File: config.mk
export PLATFORM = sky130hd
export DESIGN_NAME = bsf_history
export DESIGN_NICKNAME = d
export VERILOG_FILES = /design/src/hw/rtl/biquad_band_stop_filter_assert.svh /design/src/hw/rtl/bsf_pkg.sv /design/src/hw/rtl/bsf_history.sv
export SDC_FILE = /design/constraint.sdc
export NUM_CORES = 1
export LEC_CHECK = 0
export ABC_AREA = 1
export BUFFER_PORTS_ARGS = -buffer_cell sky130_fd_sc_hd__buf_2
export CAP_MARGIN = 20
export CORE_MARGIN = 5
export CORE_UTILIZATION = 40
export CTS_CLUSTER_DIAMETER = 120
export DETAILED_ROUTE_END_ITERATION = 16
export GPL_TIMING_DRIVEN = 0
export PLACE_DENSITY = 0.65
export SLEW_MARGIN = 15
export SYNTH_ARGS = -nofsm -noshare
export SYNTH_HDL_FRONTEND = slang
export SYNTH_SLANG_ARGS = --single-unit
File: constraint.sdc
create_clock -name clk_i -period 2.4 [get_ports clk_i]
set_input_delay 0.48 -clock clk_i [delete_from_list [all_inputs] [get_ports clk_i]]
set_output_delay 0.48 -clock clk_i [all_outputs]
set_load 0.005 [all_outputs]
File: src/hw/rtl/biquad_band_stop_filter_assert.svh
// ----------------------------------------------------------------------------
// biquad band-stop filter assertion macros
// clocked property wrappers used by the filter rtl
// ----------------------------------------------------------------------------
`ifndef BIQUAD_BAND_STOP_FILTER_ASSERT_SVH
`define BIQUAD_BAND_STOP_FILTER_ASSERT_SVH

// checked at every clock edge outside reset
`define BSF_ASSERT(lbl, prop, msg) \
  lbl: assert property (@(posedge clk_i) disable iff (!rst_ni) prop) else $error(msg);

// checked at every clock edge, reset included
`define BSF_ASSERT_ALWAYS(lbl, prop, msg) \
  lbl: assert property (@(posedge clk_i) prop) else $error(msg);

`endif

File: src/hw/rtl/bsf_pkg.sv
// ----------------------------------------------------------------------------
// bsf_pkg
// register indexes and shared types of the biquad band-stop filter
// ----------------------------------------------------------------------------
package bsf_pkg;

  localparam int unsigned RegIdxBits = 3;

  typedef enum logic [RegIdxBits-1:0] {
    REG_COEF_B0 = 3'd0,
    REG_COEF_B1 = 3'd1,
    REG_COEF_A1 = 3'd2,
    REG_COEF_A2 = 3'd3,
    REG_BYPASS  = 3'd4
  } bsf_reg_e;

  // startup counter saturates here; from then on the filter runs
  localparam logic [1:0] PrimeCount = 2'd2;

  typedef struct packed {
    logic bypass;
    logic primed;
  } bsf_mode_t;

endpackage

File: src/hw/rtl/bsf_history.sv
// ----------------------------------------------------------------------------
// bsf_history
// two-deep input and output delay lines plus the startup counter
// ----------------------------------------------------------------------------
module bsf_history #(
  parameter int unsigned SAMPLE_BITS = 16
) (
  input  logic                          clk_i,
  input  logic                          rst_ni,
  input  logic                          advance_i,
  input  logic signed [SAMPLE_BITS-1:0] x_i,
  input  logic signed [SAMPLE_BITS-1:0] y_i,
  output logic signed [SAMPLE_BITS-1:0] x1_o,
  output logic signed [SAMPLE_BITS-1:0] x2_o,
  output logic signed [SAMPLE_BITS-1:0] y1_o,
  output logic signed [SAMPLE_BITS-1:0] y2_o,
  output logic                          primed_o
);
  import bsf_pkg::*;

  logic signed [SAMPLE_BITS-1:0] x1_q, x2_q, y1_q, y2_q;
  logic [1:0] cnt_q, cnt_d;

  assign primed_o = (cnt_q == PrimeCount);
  assign cnt_d    = primed_o ? cnt_q : cnt_q + 2'd1;

  always_ff @(posedge clk_i or negedge rst_ni) begin
    if (!rst_ni) begin
      x1_q  <= '0;
      x2_q  <= '0;
      y1_q  <= '0;
      y2_q  <= '0;
      cnt_q <= '0;
    end else if (advance_i) begin
      x1_q  <= x_i;
      x2_q  <= x1_q;
      y1_q  <= y_i;
      y2_q  <= y1_q;
      cnt_q <= cnt_d;
    end
  end

  assign x1_o = x1_q;
  assign x2_o = x2_q;
  assign y1_o = y1_q;
  assign y2_o = y2_q;

endmodule

==> out/metrics.yaml, run 1 <==
run_status:
  status: "complete, no violations"
yosys:
  synth-seq-cells: 66
  synth_area_mm2: 0.00248
  postSynthNetCount: 287
  ys_warn_count: 0
  synth_cells: 251
  synth-seq-area-share: 0.667
  ys_types: 12
  syn_avg_cell_area_um2: 9.87
cts:
  cts_resized: 0
  cts-hold-fix-buffers: 0
  post_cts_buffers: 0
  cts_tree: "yes"
  ctsLongestPathBuffers: 2
  clk_pin_slew_worst_paths_ns: 0.07
  htreeDepth: 3
  cts_buffers: 9
  root_buffer: "clkbuf_8"
  cts_sinks: 66
  clk_latency_ns: 0.33
floorplanning:
  pin_count: 100
  die_area_mm2: 0.00786
  die_h_um: 88.7
  core.rowCount: 28
  coreArea_mm2: 0.00596
  initial_utilization: 0.416
  dieWidth_um: 88.7
cells_and_area:
  nNetsFinal: 397
  area_growth_pct: 32.3
  n_fill_cell: 579
  multi_input_area_um2: 602
  seq_area_mm2: 0.00165
  n_antenna_cell: 0
  drive_gt1_frac: 0.344
timing:
  fin_skew_ns: 0.00596
  finalHoldViolCount: 0
  worst_pin_slew_ns: 0.464
  setup_tns_ns: 0
  maxSlewHeadroom: 0.691
  period_needed_ns: 1.56
  setup_viol: 0
  report.final.slew_viol_count: 0
  fmax_mhz: 641
  rsz0062_at_grt: "false"
  fin_crit_sh: 0.650
power_and_ir_drop:
  ir_worst_vdd_mv: 0.399
  finalPower_mw: 2.61
  powerDensity_mw_per_mm2: 795
  p_leak_nw: 1.74
placed_design:
  portBuffers: 98
  gp_congestion: 0.751
  hpwl_um: 4340
worst_setup_path:
  worstReg2RegEnd: "cnt_q[1]"
  rr_startpoint: "cnt_q[0]"
  crit_fanout: 2
  critPathCaptureType: "output port"
  crit_path_max_incr_delay_ns: 0.38
  setup.worst_path.class: "flip-flop to output port"
  path_buf_inv: 2
  cp.arrival_ns: 1.08
  required_ns: 1.92
  cp-start-kind: "flip-flop"
  r2r_cells: 6
  critPathLaunch: "cnt_q[0]"
  path_cells: "inv_1, ha_1, buf_2"
  cp_slowest_cell: "dfrtp_1"
  r2r_slack_ns: 1.40
  crit_family: "flip-flops"
global_routing:
  antenna_found_initial: 0
  grt_pass1_vias: 2076
  grt_max_degree: 41
  grt.overflow.total: 0
  track_usage: 0.163
  grt_pass1_wl_um: 9850
flow_run:
  max_cap_violations: 0
drt:
  drt-pass1-iter-count: 4
  ant_nets: 0
  drt_iter0_drc: 48
  routed_via_density: 4.65
  route.detailed.drc: 0
  routed_wl_um: 5970
  vias: 2049
  wl_per_cell_um: 13.5
hold_path:
  hold_class: "input pin to asynchronous set/reset pin"
[stage by stage]
stage / cells / worst slack, ns / area (µm²) / hold WS [ns] / utilization
floorplan: 251 / 1.34 / 2480 / 0.184 / -
finish: 441 / 0.839 / 3280 / 0.0534 / 0.550
detailed placement: 425 / 1.18 / 3080 / 0.418 / 0.518
global route: 441 / 0.755 / 3280 / 0.0622 / 0.550
CTS: 441 / 0.811 / 3280 / 0.0436 / 0.550
global placement: 424 / 0.595 / 3060 / 0.456 / 0.514
[worst register-to-register path, stage by stage, from the launching register on]
cell	delay, ns
dfrtp_1	0.35
inv_1	0.06
ha_1	0.21
inv_1	0.10
nand2_1	0.07
nand2_1	0.06
nand2_1	0.05
[per-layer routing]
metal	vias to the layer above	GRT usage	part of all wire	routed length [µm]
li1	1007	-	-	-
met1	951	0.225	0.45	2700
met2	82	0.246	0.44	2640
met3	9	0.0419	0.094	563
met4	0	0.0618	0.012	73
met5	-	0	0	0
[how the worst max path moves through the flow]
| stage | end | slack (ns) | cells after the start |
|---|---|---|---|
| floorplan | primed_o | 1.34 | 2 |
| global placement | x2_o[12] | 0.60 | 1 |
| detailed placement | primed_o | 1.18 | 3 |
| CTS | primed_o | 0.81 | 3 |
| global route | primed_o | 0.76 | 3 |
| finish | primed_o | 0.84 | 3 |
[flip-flops by register name (all words and copies together) (netlist names)]
| signal | flops |
|---|---|
| y2_o | 16 |
| x1_o | 16 |
| cnt_q | 2 |
| x2_o | 16 |
| y1_o | 16 |
[layout make-up]
type	instances	share of cell area
Buffer	14	0.0279
Timing Repair Buffer	99	0.157
Clock buffer	9	0.0378
Clock inverter	7	0.0214
Inverter	35	0.0401
Tap cell	75	0.0286
Multi-Input combinational cell	136	0.184
Sequential cell	66	0.504
[synth_stat cells, drive strengths merged]
cell,number,area [µm²]
dfrtp,66,1650
nand3,2,10.0
ha,1,12.5
nor2,32,120
clkbuf,3,11.3
buf,11,80.1
o21ai,32,160
inv,35,131
nand2,37,139
a21oi,32,160
[cell families (layout without fill, tap and decap cells)]
group / Yosys count / count (layout) / share of synthesized area
fa+ha+maj: 1 / 1 / 0.00505
flops: 66 / 66 / 0.667
simple gates: 71 / 71 / 0.109
compound gates: 64 / 64 / 0.129
buf+inv: 49 / 164 / 0.0899
[cell usage in the layout (no fill, tap or decap)]
| cell type | Yosys | routed |
|---|---|---|
| nand2_1 | 37 | 37 |
| ha_1 | 1 | 1 |
| clkinv_2 | 0 | 3 |
| buf_12 | 0 | 1 |
| a21oi_1 | 32 | 32 |
| inv_1 | 35 | 35 |
| dfrtp_1 | 66 | 66 |
| clkbuf_1 | 3 | 3 |
| bufinv_16 | 0 | 1 |
| o21ai_0 | 32 | 32 |
| buf_2 | 4 | 101 |
| nor2_1 | 32 | 32 |
| clkbuf_8 | 0 | 9 |
| clkinvlp_4 | 0 | 1 |
| nand3_1 | 2 | 2 |
| buf_4 | 5 | 6 |
| buf_6 | 2 | 2 |
| clkinv_4 | 0 | 2 |
[report_power, final]
group          leakage, nW  switching, mW  internal [mW]  total, mW
Sequential           0.778         0.0650           1.24       1.30
Combinational        0.860          0.224          0.182      0.406
Clock               0.0990          0.419          0.477      0.896
Total                 1.74          0.707           1.90       2.61
No activity file was read; power rests on OpenSTA's default activity.
==> run 2, diff against run 1 <==
clock period = 1.6 ns   (was 2.4 ns; I/O delays follow)
==> run 2 against run 1 <==
Effect of this change: first-iteration DRC count unchanged; cell count up 0.23%; clock power up 50%; sequential power up 51%; die area unchanged; worst setup slack worse by 0.64 ns; combinational power up 50%; utilization up 0.17 points; global-route usage about the same; count of clock-buffer cells in the layout unchanged; critical endpoint unchanged; largest cell class unchanged.
==> out/metrics.yaml, run 2 (synthesis gave the netlist of run 1 again) <==
timing:
  fin_crit_sh: 0.876
  setup_tns_ns: 0
  fin_hold_ws_ns: 0.193
  fmax_mhz: 714
  setup_viol: 0
  fin_skew_ns: 0.00596
  worst_pin_slew_ns: 0.464
  rsz0062_at_grt: "false"
  period_needed_ns: 1.40
  report.final.slew_viol_count: 0
  maxSlewHeadroom: 0.691
  finalHoldViolCount: 0
worst_setup_path:
  crit_fanout: 2
  critPathCaptureType: "output port"
  cp.arrival_ns: 1.08
  setup.worst_path.class: "flip-flop to output port"
  cp-start-kind: "flip-flop"
  required_ns: 1.28
drt:
  ant_nets: 0
  routed_wl_um: 5990
  wl_per_cell_um: 13.5
  vias: 2053
  drt-pass1-iter-count: 4
  drt_iter0_drc: 48
  route.detailed.drc: 0
  routed_via_density: 4.64
cells_and_area:
  n_fill_cell: 578
  nNetsFinal: 398
  drive_gt1_frac: 0.343
  final_area_mm2: 0.00329
  fin_util: 0.552
  layout_common_cells: "buf_2 (101), dfrtp_1 (66), nand2_1 (37), inv_1 (35)"
  area_growth_pct: 32.7
  n_antenna_cell: 0
  mostFrequentLayoutCell: "buf_2"
power_and_ir_drop:
  p_leak_nw: 1.74
  powerDensity_mw_per_mm2: 1190
  ir_worst_vdd_mv: 0.599
  finalPower_mw: 3.91
hold_path:
  hold_class: "input pin to flip-flop"
global_routing:
  track_usage: 0.163
  grt_pass1_wl_um: 9880
  grt.overflow.total: 0
  antenna_found_initial: 0
  grt_max_degree: 41
  grt_pass1_vias: 2088
placed_design:
  gp_congestion: 0.751
  placed_area_mm2: 0.00308
  hpwl_um: 4340
  portBuffers: 98
cts:
  cts_sinks: 66
  root_buffer: "clkbuf_8"
  cts_buffers: 9
  cts_tree: "yes"
  ctsLongestPathBuffers: 2
  htreeDepth: 3
  clk_latency_ns: 0.33
  clk_pin_slew_worst_paths_ns: 0.07
  post_cts_buffers: 0
floorplanning:
  core.rowCount: 28
  dieWidth_um: 88.7
  die_h_um: 88.7
  pin_count: 100
  coreArea_mm2: 0.00596
  initial_utilization: 0.416
  die_area_mm2: 0.00786
run_status:
  status: "complete, no violations"
flow_run:
  max_cap_violations: 0
run 2: cell type report:
cell class | instances | area, µm² | share of cell area
sequential | 66 | 1650 | 0.502
multi-input combinational | 136 | 602 | 0.183
timing repair buffer | 100 | 523 | 0.159
inverter | 35 | 131 | 0.0400
clock buffer | 9 | 124 | 0.0377
tap | 75 | 93.8 | 0.0285
buffer | 14 | 91.3 | 0.0278
clock inverter | 7 | 70.1 | 0.0213
run 2: worst paths after layout:
kind	start	endpoint	slack, ns	cells after the start
max	cnt_q[0]	primed_o	0.20	3
min	y_i[5]	y1_o[5]	0.19	3
max reg2reg	cnt_q[0]	cnt_q[1]	0.60	6
min reg2reg	cnt_q[0]	cnt_q[0]	0.48	2
max in group asynchronous	rst_ni	y2_o[7]	0.62	3
min in group asynchronous	rst_ni	y2_o[10]	0.45	2
run 2: what timing repair did:
action                                 in CTS  in global routing
endpoints found under the hold margin      26                  0
hold buffers                                1                  0
gates resized for setup                     0                  0
run 2: worst max-delay path, cell delays in order (launching register included):
cell	delay (ns)
dfrtp_1	0.38
inv_1	0.08
ha_1	0.18
buf_2	0.12
run 2: stage by stage:
stage               setup WS, ns  instances
floorplan                  0.680        251
global placement         -0.0449        424
detailed placement         0.545        425
CTS                        0.171        442
global route               0.115        442
finish                     0.199        442
run 2: power breakdown:
group,total [mW],internal (mW),switching (mW)
combinational,0.611,0.275,0.336
clock,1.34,0.716,0.628
sequential,1.96,1.86,0.0975
total,3.91,2.85,1.06
run 2: metal layers:
metal | track usage | vias up | share of wire
met1 | 0.225 | 953 | 0.45
li1 | - | 1009 | -
met5 | 0 | - | 0
met2 | 0.248 | 82 | 0.44
met4 | 0.0618 | 0 | 0.012
met3 | 0.0419 | 9 | 0.093
==> run 3, diff against run 2 <==
ABC_AREA = 0   (was 1)
CAP_MARGIN = default   (was 20)
PLACE_DENSITY = 0.67   (was 0.65)
==> run 3 against run 2 <==
Effect of this change: die area is 7.2% higher; worst hold slack better by 0.018 ns; combinational power is 29% higher; power is 6.1% higher.
==> out/metrics.yaml, run 3 <==
worst_setup_path:
  worstReg2RegEnd: "cnt_q[0]"
  crit_fanout: 2
  required_ns: 1.28
  crit_path_max_incr_delay_ns: 0.37
  path_buf_inv: 2
  r2r_cells: 4
  critPathLaunch: "cnt_q[0]"
  critPathCaptureType: "output port"
  rr_startpoint: "cnt_q[0]"
  setup.worst_path.class: "flip-flop to output port"
  cp_slowest_cell: "dfrtp_1"
  path_cells: "inv_1, ha_1, buf_2"
  cp-start-kind: "flip-flop"
  cp.arrival_ns: 1.08
  endpoint: "primed_o"
  crit_family: "flip-flops"
  r2r_slack_ns: 0.54
  cp.depth: 3
cells_and_area:
  n_antenna_cell: 0
  final_cells: 336
  drive_gt1_frac: 0.714
  mostFrequentLayoutCell: "buf_2"
  final_area_mm2: 0.00348
  layout_common_cells: "buf_2 (98), dfrtp_1 (66), mux2_4 (50), mux2_2 (14), clkbuf_8 (9)"
  nNetsFinal: 290
  area_growth_pct: 30.0
  n_fill_cell: 542
floorplanning:
  die_area_mm2: 0.00843
  dieWidth_um: 91.8
  pin_count: 100
  core.rowCount: 29
  die_h_um: 91.8
  coreArea_mm2: 0.00642
  initial_utilization: 0.417
timing:
  fin_crit_sh: 0.873
  fmax_mhz: 716
  setup_ws_ns: 0.203
  report.final.slew_viol_count: 0
  fin_skew_ns: 0.00857
  finalHoldViolCount: 0
  maxSlewHeadroom: 0.777
  worst_pin_slew_ns: 0.334
  period_needed_ns: 1.40
  rsz0062_at_grt: "false"
  setup_viol: 0
  setup_tns_ns: 0
drt:
  route.detailed.drc: 0
  wl_per_cell_um: 16.4
  ant_nets: 0
  routed_wl_um: 5510
  drt-pass1-iter-count: 4
  vias: 1598
  routed_via_density: 4.76
  drt_iter0_drc: 21
yosys:
  ys_types: 10
  ys_warn_count: 0
  synth_common_cells: "dfrtp_1 (66), mux2_4 (50), mux2_2 (14)"
  synth_area_leaders: "dfrtp_1 (62%), mux2_4 (28%), mux2_2 (5.9%)"
  yosysTopAreaCellShare: 0.617
  synth.most_common_cell: "dfrtp_1"
  synth-seq-area-share: 0.617
  async_reset_ff_frac: 1.00
  synth-seq-cells: 66
  postSynthNetCount: 179
  synth_edf_count: 0
  synth_cells: 143
  syn_avg_cell_area_um2: 18.7
  yosysTopAreaCell: "dfrtp_1"
  synth_area_mm2: 0.00268
  synth_flop_cell: "dfrtp_1"
placed_design:
  pre_cts_ws_ns: 0.480
  placed_area_mm2: 0.00329
  portBuffers: 98
  place_inst: 319
  hpwl_um: 3910
  gp_congestion: 0.680
cts:
  ctsLongestPathBuffers: 2
  clk_pin_slew_worst_paths_ns: 0.07
  cts_resized: 0
  cts_buffers: 9
  cts_sinks: 66
  htreeDepth: 3
  cts_tree: "yes"
  root_buffer: "clkbuf_8"
  clk_latency_ns: 0.33
global_routing:
  track_usage: 0.135
  grt.overflow.total: 0
  antenna_found_initial: 0
  grt_pass1_vias: 1778
  grt_max_degree: 43
  grt_pass1_wl_um: 8790
flow_run:
  max_cap_violations: 0
run_status:
  status: "complete, no violations"
power_and_ir_drop:
  p_leak_nw: 1.81
  finalPower_mw: 4.15
  powerDensity_mw_per_mm2: 1190
  ir_worst_vdd_mv: 0.579
hold_path:
  hp-start: "y_i[13]"
  hold_class: "input pin to flip-flop"
[run 3: repair_timing]
action | in CTS | in global routing
hold endpoints to repair | 24 | 0
hold buffers | 1 | 0
buffers inserted | 0 | 0
[run 3: cells by family (layout without fill, tap and decap cells)]
| kind of cell | Yosys count | in the layout | share of synthesized area |
|---|---|---|---|
| buffers and inverters | 9 | 125 | 0.0299 |
| adders and majority gates | 1 | 1 | 0.00467 |
| xor gates and xnor gates | 1 | 1 | 0.00327 |
| muxes | 65 | 65 | 0.343 |
| DFF | 66 | 66 | 0.617 |
| and+or+nand+nor | 1 | 1 | 0.00234 |
[run 3: worst min path at each step]
| stage | end | slack, ns | depth (start not counted) |
|---|---|---|---|
| finish | y1_o[13] | 0.21 | 2 |
| global route | y1_o[10] | 0.18 | 2 |
| CTS | y1_o[13] | 0.19 | 2 |
| detailed placement | y2_o[4] | 0.25 | 1 |
| global placement | cnt_q[0] | 0.46 | 1 |
| floorplan | cnt_q[0] | 0.02 | 0 |
[run 3: area by class of cell]
cell class	instances	area, µm²	share of cell area
flip-flops and latches	66	1650	0.474
repair buffers	100	523	0.150
clock buffers	10	128	0.0367
clock inverters	6	57.6	0.0165
plain buffers	7	72.6	0.0208
multi-input cells	68	946	0.272
inverters	2	7.51	0.00216
well taps	77	96.3	0.0277
[run 3: per-stage QoR]
stage | hold slack (ns) | util
global placement | 0.462 | 0.508
floorplan | 0.0244 | -
finish | 0.210 | 0.542
detailed placement | 0.252 | 0.512
CTS | 0.191 | 0.542
global route | 0.185 | 0.542
[run 3: where the power goes]
part           leakage [nW]  switching [mW]  total (mW)  internal [mW]
Clock                0.0958           0.607        1.32          0.709
Sequential            0.773           0.146        2.05           1.90
Combinational         0.940           0.288       0.787          0.498
[run 3: metal layers]
layer,track usage,wire [µm],vias to the layer above
li1,-,-,724
met2,0.207,2570,69
met1,0.164,2320,793
met5,0,0,-
met3,0.0638,512,12
met4,0.0569,108,0
